### src/htfd_pkg.sv
// Types, constants and the CRC-8 step shared by the frame decoder modules.
`default_nettype none

package htfd_pkg;

  localparam logic [7:0]  CRC_POLY    = 8'h31;
  localparam logic [7:0]  CRC_INIT    = 8'hFF;
  localparam logic [2:0]  FRAME_LAST  = 3'd6;
  localparam logic [2:0]  DATA_LAST   = 3'd5;
  localparam logic [9:0]  HUM_SCALE   = 10'd1000;
  localparam logic [10:0] TEMP_SCALE  = 11'd2000;
  localparam logic [11:0] TEMP_OFFSET = 12'd500;
  localparam int          DATA_BYTES  = 5;

  typedef struct packed {
    logic [7:0] rx_byte;
    logic       frame_start;
  } in_t;

  typedef struct packed {
    logic [9:0]         humidity_tenths;
    logic signed [11:0] temperature_tenths;
    logic               crc_ok;
    logic [7:0]         computed_crc;
  } out_t;

  typedef struct packed {
    logic [19:0] hum_raw;
    logic [19:0] temp_raw;
    logic        crc_ok;
    logic [7:0]  crc_six;
  } frame_t;

  typedef struct packed {
    logic full;
    logic empty;
  } qstat_t;

  function automatic logic [7:0] crc8_update(input logic [7:0] crc, input logic [7:0] b);
    logic [7:0] c;
    c = crc ^ b;
    for (int k = 0; k < 8; k++) begin
      c = c[7] ? ({c[6:0], 1'b0} ^ CRC_POLY) : {c[6:0], 1'b0};
    end
    return c;
  endfunction

endpackage

`default_nettype wire

### src/htfd_front.sv
// Byte intake: frame position, running CRC, data byte capture and frame record hand-off.
`default_nettype none

module htfd_front (
  input  wire logic            clk_i,
  input  wire logic            rst_ni,
  input  wire logic            in_valid_i,
  output logic                 in_stall_o,
  input  wire htfd_pkg::in_t   in_data_i,
  input  wire htfd_pkg::qstat_t q_stat_i,
  output logic                 push_o,
  output htfd_pkg::frame_t     push_data_o
);

  logic [2:0] byte_count_q, byte_count_d;
  logic [7:0] running_crc_q, running_crc_d;
  logic [7:0] crc_six_q, crc_six_d;
  logic [7:0] data_q [htfd_pkg::DATA_BYTES];

  logic       accept;
  logic [2:0] idx;
  logic [7:0] crc_base;
  logic [7:0] crc_new;

  assign in_stall_o = q_stat_i.full;
  assign accept     = in_valid_i && !q_stat_i.full;

  always_comb begin
    idx = byte_count_q;
    if (in_data_i.frame_start || (byte_count_q > htfd_pkg::FRAME_LAST)) begin
      idx = 3'd0;
    end
    crc_base = (idx == 3'd0) ? htfd_pkg::CRC_INIT : running_crc_q;
    crc_new  = htfd_pkg::crc8_update(crc_base, in_data_i.rx_byte);

    byte_count_d  = byte_count_q;
    running_crc_d = running_crc_q;
    crc_six_d     = crc_six_q;
    push_o        = 1'b0;
    if (accept) begin
      if (idx == htfd_pkg::DATA_LAST) begin
        crc_six_d = crc_new;
      end
      if (idx < htfd_pkg::FRAME_LAST) begin
        byte_count_d  = idx + 3'd1;
        running_crc_d = crc_new;
      end else begin
        byte_count_d  = 3'd0;
        running_crc_d = htfd_pkg::CRC_INIT;
        push_o        = 1'b1;
      end
    end

    push_data_o.hum_raw  = {data_q[0], data_q[1], data_q[2][7:4]};
    push_data_o.temp_raw = {data_q[2][3:0], data_q[3], data_q[4]};
    push_data_o.crc_ok   = (crc_new == 8'h00);
    push_data_o.crc_six  = crc_six_q;
  end

  always_ff @(posedge clk_i or negedge rst_ni) begin
    if (!rst_ni) begin
      byte_count_q  <= 3'd0;
      running_crc_q <= htfd_pkg::CRC_INIT;
      crc_six_q     <= 8'h00;
    end else begin
      byte_count_q  <= byte_count_d;
      running_crc_q <= running_crc_d;
      crc_six_q     <= crc_six_d;
    end
  end

  always_ff @(posedge clk_i) begin
    if (accept && (idx inside {[3'd1:htfd_pkg::DATA_LAST]})) begin
      data_q[idx - 3'd1] <= in_data_i.rx_byte;
    end
  end

endmodule

`default_nettype wire

### src/htfd_queue.sv
// Short queue of completed frame records between intake and scaling.
`default_nettype none

module htfd_queue #(
  parameter int Depth = 2
) (
  input  wire logic             clk_i,
  input  wire logic             rst_ni,
  input  wire logic             push_i,
  input  wire htfd_pkg::frame_t push_data_i,
  input  wire logic             pop_i,
  output htfd_pkg::frame_t      head_o,
  output htfd_pkg::qstat_t      stat_o
);

  localparam int PtrW = $clog2(Depth);
  localparam int CntW = $clog2(Depth + 1);
  localparam logic [PtrW-1:0] LastPtr = PtrW'(Depth - 1);
  localparam logic [CntW-1:0] FullCnt = CntW'(Depth);

  htfd_pkg::frame_t entries_q [Depth];
  logic [PtrW-1:0]  wr_ptr_q, rd_ptr_q;
  logic [CntW-1:0]  count_q;
  logic             do_push, do_pop;

  assign stat_o.full  = (count_q == FullCnt);
  assign stat_o.empty = (count_q == '0);
  assign do_push      = push_i && !stat_o.full;
  assign do_pop       = pop_i && !stat_o.empty;
  assign head_o       = entries_q[rd_ptr_q];

  always_ff @(posedge clk_i or negedge rst_ni) begin
    if (!rst_ni) begin
      wr_ptr_q <= '0;
      rd_ptr_q <= '0;
      count_q  <= '0;
    end else begin
      if (do_push) begin
        wr_ptr_q <= (wr_ptr_q == LastPtr) ? '0 : wr_ptr_q + PtrW'(1);
      end
      if (do_pop) begin
        rd_ptr_q <= (rd_ptr_q == LastPtr) ? '0 : rd_ptr_q + PtrW'(1);
      end
      if (do_push && !do_pop) begin
        count_q <= count_q + CntW'(1);
      end else if (do_pop && !do_push) begin
        count_q <= count_q - CntW'(1);
      end
    end
  end

  always_ff @(posedge clk_i) begin
    if (do_push) begin
      entries_q[wr_ptr_q] <= push_data_i;
    end
  end

endmodule

`default_nettype wire

### src/htfd_back.sv
// Scaling of a frame record to tenths and the output register.
`default_nettype none

module htfd_back (
  input  wire logic             clk_i,
  input  wire logic             rst_ni,
  input  wire htfd_pkg::qstat_t q_stat_i,
  input  wire htfd_pkg::frame_t head_i,
  output logic                  pop_o,
  output logic                  out_valid_o,
  input  wire logic             out_stall_i,
  output htfd_pkg::out_t        out_data_o
);

  logic           out_valid_q, out_valid_d;
  htfd_pkg::out_t out_data_q, out_data_d;
  logic [29:0]    hum_prod;
  logic [30:0]    temp_prod;
  logic [11:0]    temp_val;

  assign pop_o     = !q_stat_i.empty && (!out_valid_q || !out_stall_i);
  assign hum_prod  = 30'(head_i.hum_raw) * 30'(htfd_pkg::HUM_SCALE);
  assign temp_prod = 31'(head_i.temp_raw) * 31'(htfd_pkg::TEMP_SCALE);
  assign temp_val  = {1'b0, temp_prod[30:20]} - htfd_pkg::TEMP_OFFSET;

  always_comb begin
    out_data_d.humidity_tenths    = head_i.crc_ok ? hum_prod[29:20] : 10'd0;
    out_data_d.temperature_tenths = head_i.crc_ok ? $signed(temp_val) : 12'sd0;
    out_data_d.crc_ok             = head_i.crc_ok;
    out_data_d.computed_crc       = head_i.crc_six;
    if (pop_o) begin
      out_valid_d = 1'b1;
    end else if (!out_stall_i) begin
      out_valid_d = 1'b0;
    end else begin
      out_valid_d = out_valid_q;
    end
  end

  always_ff @(posedge clk_i or negedge rst_ni) begin
    if (!rst_ni) begin
      out_valid_q <= 1'b0;
    end else begin
      out_valid_q <= out_valid_d;
    end
  end

  always_ff @(posedge clk_i) begin
    if (pop_o) begin
      out_data_q <= out_data_d;
    end
  end

  assign out_valid_o = out_valid_q;
  assign out_data_o  = out_data_q;

endmodule

`default_nettype wire

### src/humidity_temp_frame_decoder_unit.sv
// Top level of the humidity and temperature sensor reply frame decoder.
//
// The input channel carries one byte of a seven-byte sensor reply per beat:
// status, five data bytes and the CRC, with frame_start marking a status byte.
// A beat is taken on any cycle where in_valid_i is high and in_stall_o low;
// one byte per cycle is sustained while in_stall_o is low (byte-wide CRC step).
// After the seventh byte a frame record enters a queue of QueueDepth entries.
// The back end scales it with one multiply per value into the output register;
// a result is registered in the queue and then in the output register after
// its CRC byte is taken.
// The output channel gives one beat per frame: humidity and temperature in
// tenths, the CRC verdict and the CRC over the first six bytes.
// While out_stall_i is high the result is held; frames keep being decoded and
// queued, and in_stall_o is high for every byte while the queue is full.
// Reset clears the byte position, restarts the CRC at 0xFF and empties the
// queue and output register; the decoder accepts bytes straight after reset.
`default_nettype none

module humidity_temp_frame_decoder_unit #(
  parameter int QueueDepth = 2
) (
  input  wire logic           clk_i,
  input  wire logic           rst_ni,
  input  wire logic           in_valid_i,
  output logic                in_stall_o,
  input  wire htfd_pkg::in_t  in_data_i,
  output logic                out_valid_o,
  input  wire logic           out_stall_i,
  output htfd_pkg::out_t      out_data_o
);

  htfd_pkg::qstat_t q_stat;
  htfd_pkg::frame_t push_data;
  htfd_pkg::frame_t head;
  logic             push;
  logic             pop;

  htfd_front u_front (
    .clk_i       (clk_i),
    .rst_ni      (rst_ni),
    .in_valid_i  (in_valid_i),
    .in_stall_o  (in_stall_o),
    .in_data_i   (in_data_i),
    .q_stat_i    (q_stat),
    .push_o      (push),
    .push_data_o (push_data)
  );

  htfd_queue #(
    .Depth (QueueDepth)
  ) u_queue (
    .clk_i       (clk_i),
    .rst_ni      (rst_ni),
    .push_i      (push),
    .push_data_i (push_data),
    .pop_i       (pop),
    .head_o      (head),
    .stat_o      (q_stat)
  );

  htfd_back u_back (
    .clk_i       (clk_i),
    .rst_ni      (rst_ni),
    .q_stat_i    (q_stat),
    .head_i      (head),
    .pop_o       (pop),
    .out_valid_o (out_valid_o),
    .out_stall_i (out_stall_i),
    .out_data_o  (out_data_o)
  );

endmodule

`default_nettype wire

### config.mk
export PLATFORM = sky130hd
export DESIGN_NAME = humidity_temp_frame_decoder_unit
export DESIGN_NICKNAME = d
export VERILOG_FILES = /design/src/htfd_pkg.sv /design/src/htfd_front.sv /design/src/htfd_queue.sv /design/src/htfd_back.sv /design/src/humidity_temp_frame_decoder_unit.sv
export SDC_FILE = /design/constraint.sdc
export NUM_CORES = 1
export LEC_CHECK = 0
export ABC_CLOCK_PERIOD_IN_PS = 8200
export BUFFER_PORTS_ARGS = -buffer_cell sky130_fd_sc_hd__buf_2
export CAP_MARGIN = 15
export CORE_MARGIN = 3
export CORE_UTILIZATION = 50
export DETAILED_ROUTE_END_ITERATION = 10
export PLACE_DENSITY_LB_ADDON = 0.08
export SLEW_MARGIN = 10
export SYNTH_ARGS = -nofsm -noshare
export SYNTH_HDL_FRONTEND = slang
export SYNTH_HIERARCHICAL = 1
export SYNTH_SLANG_ARGS = --single-unit
### constraint.sdc
create_clock -name clk_i -period 8.2 [get_ports clk_i]
set_input_delay 1.64 -clock clk_i [delete_from_list [all_inputs] [get_ports clk_i]]
set_output_delay 1.64 -clock clk_i [all_outputs]
set_load 0.1 [all_outputs]
Word-level counts from Yosys, hierarchy flattened. Memories as Yosys holds them, arrays and structs flattened. Index checks and enable logic that the tools add are counted. Widths: inputs -> output; s select.

Flip-flop bits (word level): 55. Memory bits (writable): 138. Bits of input ports: 13. Output and inout bits: 33. Logic and storage cells: 83. Memories kept: 2.

Add/subtract/negate cells: 7. Multipliers: 2. Magnitude comparators: 4. Equality and inequality tests: 3. Multiplexer cells: 24. Bitwise operators: 9. Reduce and logical (&&, ||, !) cells: 21.

Memories: u_queue.entries_q (words 2, width 49, read ports 1, clocked after memory_dff 0, write ports 1, line htfd_queue.sv:21) `htfd_pkg::frame_t entries_q [Depth];`; u_front.data_q (words 5, width 8, read ports 5, clocked after memory_dff 0, write ports 1, line htfd_front.sv:18) `logic [7:0] data_q [htfd_pkg::DATA_BYTES];`.

Operator list (number): $mul 20x7->27 const B (2); $mux 6 (8); $not 3->3 (8); $mux 8 (2); $sub 11x9->12 const B (1); $mux 1 (10); $logic_and 1x1->1 (8); $logic_not 8->1 (1); $xor 8x8->8 (1); $logic_not 1->1 (6); $mux 3 (2); $mux 2 (2); $add 3x1->3 const B (1); $eq 3x3->1 const B (1); $ge 3x1->1 const B (1); $gt 3x3->1 const B (1); $le 3x3->1 const B (1); $logic_not 3->1 (1); $lt 3x3->1 const B (1); $sub 3x1->3 const B (1); $add 1x1->1 const B (2); $add 2x1->2 const B (1); $eq 2x2->1 const B (1); $logic_not 2->1 (1); 5 further kinds (6).

Longest topological paths before layout.
Word-level depth: 23. Mapped depth: 25. Depth with buffers taken out: 23.

By module. Netlist, hierarchy kept.

Modules (own cells, without submodules): htfd_back (times used 1, cells an instance 645, area an instance 7174.4 µm², seq. area each 955.9 µm²); htfd_queue (times used 1, cells an instance 172, area an instance 3986.3 µm², seq. area each 3042.9 µm²); htfd_front (times used 1, cells an instance 195, area an instance 2605.0 µm², seq. area each 1686.6 µm²).

Worst setup path after synthesis. OpenSTA, ideal clock, no wires.

Path kind: reg2reg. Start point: reg u_queue.rd_ptr_q. End point: reg u_back.out_data_q, in the netlist u_back/out_data_o[19], data pin. Library setup time: 260 ps. Data arrival time: 6088 ps. Data required time: 7940 ps. Path slack: 1851 ps. Stages on the path, launching flop included: 24. Buffers on the path: 2. Period minus slack after synthesis: 6349 ps. Cell sequence: dfrtp_1 > buf_6 > buf_12 > mux2_4 > inv_1 > fa_1 > fa_1 > fa_1 > fa_1 > inv_1 > ha_1 > or2_1 > o31a_1 > a221oi_2 > nor2_1 > a21o_1 > xor2_1 > inv_1 > ha_1 > or4b_4 > a21o_1 > o31ai_4 > nand4_1 > nor3b_2.

RTL lines: from (decl) (line htfd_queue.sv:22) `logic [PtrW-1:0] wr_ptr_q, rd_ptr_q;`; from (signal assigned) (line htfd_queue.sv:42) `rd_ptr_q <= (rd_ptr_q == LastPtr) ? '0 : rd_ptr_q + PtrW'(1);`; to (signal assigned) (line htfd_back.sv:50) `out_data_q <= out_data_d;`; to (decl) (line htfd_back.sv:16) `htfd_pkg::out_t out_data_q, out_data_d;`.

==> tab_implementation.tex <==
\begin{tabular}{lr}
\hline
Metric & Value \\
\hline
\multicolumn{2}{l}{\textbf{Outcome}} \\
\quad Run status & finished, final reports clean \\
\multicolumn{2}{l}{\textbf{Floorplanning}} \\
\quad Rows & 60 \\
\quad DIE AREA & 29,600 um\^{}2 \\
\quad Initial Utilization & 50.9\% \\
\quad Top-level I/O count & 46 \\
\quad Core Area & 27,000 um\^{}2 \\
\quad Width of the die & 172 um \\
\quad Y dimension of the die & 172 um \\
\multicolumn{2}{l}{\textbf{Yosys}} \\
\quad Number of instances in the synthesized netlist & 1,012 \\
\quad Nets in the synthesized netlist & 1,286 \\
\quad Part of the Yosys area used for sequential elements & 41.3\% \\
\quad Most area-hungry cell type in the Yosys netlist & edfxtp\_1 \\
\quad Number of warnings issued by yosys & 6 \\
\quad Synthesized flop and latch total & 193 \\
\quad Netlist Area Pre-Place & 13,800 um\^{}2 \\
\quad Predominant post-synthesis flop cell & edfxtp\_1 \\
\quad Top cells by area in the synthesized netlist & edfxtp\_1 (37\%), fa\_1 (20\%), ha\_1 (11\%) \\
\quad Proportion of netlist area held by the largest area contributor & 36.9\% \\
\quad Mean Syn Cell Area & 13.6 um\^{}2 \\
\quad Async set or reset register ratio after synthesis & 12.4\% \\
\quad Yosys cell types & 75 \\
\quad Post-synth EDFFs & 169 \\
\multicolumn{2}{l}{\textbf{Clock network}} \\
\quad Hold\_buf cts & 0 \\
\quad CTS tree & built \\
\quad Num CTS Buffers & 17 \\
\quad Buffers inserted by post-CTS timing repair & 0 \\
\quad Maximum clock path buffer count & 2 \\
\quad Source-to-sink clock delay at the later pin of the worst-skew pair & 440 ps \\
\quad CTS H-tree lvls & 4 \\
\quad Clock-pin transition on the worst setup and hold timing paths & 90 ps \\
\quad Sink Count & 193 \\
\quad Buffer type at the clock tree root & clkbuf\_16 \\
\quad Gates resized, CTS repair & 0 \\
\multicolumn{2}{l}{\textbf{GRT}} \\
\quad Wire length of the first global-routing pass & 40,000 um \\
\quad Global routing usage summed across all routing layers & 17.3\% \\
\quad Aggregate global routing overflow & 0 \\
\quad Number of antenna violations at the first check in global routing & 0 \\
\quad Pin count of the biggest net entering global routing & 50 \\
\quad Vias in the first global route & 7,598 \\
\multicolumn{2}{l}{\textbf{Critical path}} \\
\quad Data required time of the critical path & 8370 ps \\
\quad Nature of the critical path startpoint & register \\
\quad WP data arrival & 7100 ps \\
\quad Start-to-end type of the worst setup path & register to register \\
\quad Crit path max fanout & 21 \\
\quad Worst Setup End Kind & register \\
\multicolumn{2}{l}{\textbf{Layout}} \\
\quad Post-layout instance count excluding filler cells & 1,423 \\
\quad Antenna diode count & 0 \\
\quad Most common cell after layout, fill and taps aside & edfxtp\_1 \\
\quad Register area & 5690 um\^{}2 \\
\quad Share of layout cells above drive strength 1 & 16.0\% \\
\quad Syn-to-layout area delta & 8.84\% \\
\quad Nets & 1,343 \\
\quad Number of filler cells placed in the layout & 2,247 \\
\quad Area occupied by multi-input gates & 7420 um\^{}2 \\
\quad Most frequent cells in the layout & edfxtp\_1 (169), inv\_1 (138), fa\_1 (138) \\
\multicolumn{2}{l}{\textbf{Min path}} \\
\quad Worst min-delay path category & register to register \\
\multicolumn{2}{l}{\textbf{Route}} \\
\quad DR DRC count & 0 \\
\quad Final antenna-violating net count & 0 \\
\quad Vias & 7,521 \\
\quad 1st-pass router iterations & 4 \\
\quad Via density per instance & 5.29 \\
\quad Detailed-route wire length & 24,400 um \\
\quad Iteration-0 DRC Markers & 350 \\
\quad Wire length per cell after detailed routing & 17.1 um \\
\multicolumn{2}{l}{\textbf{STA}} \\
\quad Worst Hold Margin & 446 ps \\
\quad Setup repair after global routing missed its margin & no \\
\quad Relative slew slack & 46.7\% \\
\quad Min cycle time layout & 6930 ps \\
\quad Final setup vio count & 0 \\
\quad Clock Skew & 15.8 ps \\
\quad Peak Freq & 0.144 GHz \\
\quad Sum of negative setup slack & 0 ps \\
\quad Final number of hold-violating endpoints & 0 \\
\quad Slew Viols, Final & 0 \\
\quad Transition at the pin with the smallest max-transition slack & 797 ps \\
\quad Share of the clock period used by the worst path & 84.6\% \\
\multicolumn{2}{l}{\textbf{Placement}} \\
\quad Half-perimeter wire length after placement & 18,500 um \\
\quad Post-Place Cells & 1,391 \\
\quad Final GP Congestion & 0.845 \\
\quad Port Buffers & 45 \\
\multicolumn{2}{l}{\textbf{Run}} \\
\quad Max-cap violations & 0 \\
\hline
\end{tabular}
logic make-up after synthesis:
family / count (synthesis) / synth area share, %
compound gates: 129 / 6.65
xor+xnor: 57 / 3.94
fa+ha+maj: 261 / 31.2
buf+inv: 152 / 4.97
flops: 193 / 41.3
mux: 56 / 5.91
simple gates: 164 / 5.97
per-layer routing:
layer / routed length, um / GRT usage (%) / part of all wire, %
met1: 11900 / 25.0 / 49
met2: 11500 / 28.1 / 47
met3: 682 / 2.79 / 2.8
met4: 335 / 3.92 / 1.4
met5: 0 / 0 / 0
registers in the layout, summed over array words and instances, names as in the netlist:
name / count
u_front/data_q: 40
u_back/out_data_o: 31
u_queue/wr_ptr_q: 1
u_front/byte_count_q: 3
u_queue/count_q: 2
u_front/running_crc_q: 8
u_front/crc_six_q: 8
u_back/out_valid_o: 1
u_queue/rd_ptr_q: 1
u_queue/entries_q: 98
final cells by class:
type | instances | share of cell area [%]
Clock buffer | 17 | 2.84
Clock inverter | 15 | 1.51
Inverter | 138 | 3.46
Multi-Input combinational cell | 667 | 49.5
Sequential cell | 193 | 38.0
Tap cell | 341 | 2.85
Timing Repair Buffer | 52 | 1.85
synth_stat cells, types with 4 or more instances:
library cell  count
nand3_1          13
inv_1           138
o31ai_1           4
o21ai_0          25
nand2b_1          5
nor3_1           14
o211ai_1          5
a31oi_1           6
a21o_1           12
buf_12            5
nor2_1           48
edfxtp_1        169
mux2_2            6
ha_1            123
a21oi_1          35
and3_1           11
dfrtp_1          16
fa_1            138
nand4_1           9
dfstp_2           8
nand2_1          34
xor2_1           21
nor3b_1           4
mux2_4           49
nor4_1            6
o21a_1            6
xnor2_1          32
stage by stage:
step / worst slack (ps) / cell area [um^2] / utilization, %
floorplan: 1850 / 13800 / -
global placement: 1320 / 14300 / 53.0
detailed placement: 1230 / 14300 / 53.0
CTS: 1230 / 15000 / 55.4
global route: 831 / 15000 / 55.4
finish: 1270 / 15000 / 55.4
worst paths after layout:
check / from / end / slack (ps) / depth (start not counted)
worst min register to register: u_front/data_q[1][2] / u_queue/entries_q[0][35] / 450 / 0
worst min-delay path: u_front/data_q[1][2] / u_queue/entries_q[0][35] / 450 / 0
max in group asynchronous: rst_ni / u_queue/rd_ptr_q / 6610 / 1
worst max register to register: u_queue/rd_ptr_q / u_back/out_data_o[19] / 1270 / 21
worst max-delay path: u_queue/rd_ptr_q / u_back/out_data_o[19] / 1270 / 21
min in group asynchronous: rst_ni / u_front/crc_six_q[2] / 1190 / 1
critical path: stages, from the launching register on:
cell and delay, ps:
dfrtp_2 790, mux2_4 370, inv_1 200, fa_1 480, fa_1 550, fa_1 440, fa_1 510, inv_1 40
ha_1 300, or2_1 280, o31a_1 140, a221oi_2 340, nor2_1 140, a21o_1 210, xor2_1 240, inv_1 80
ha_1 240, or4b_4 550, a21oi_1 300, nand4_1 160, a31oi_1 230, nor3b_2 60
Power is left out: the tool's default activity adds up to more than one toggle a clock period on the data nets, which glitch-free logic cannot reach.
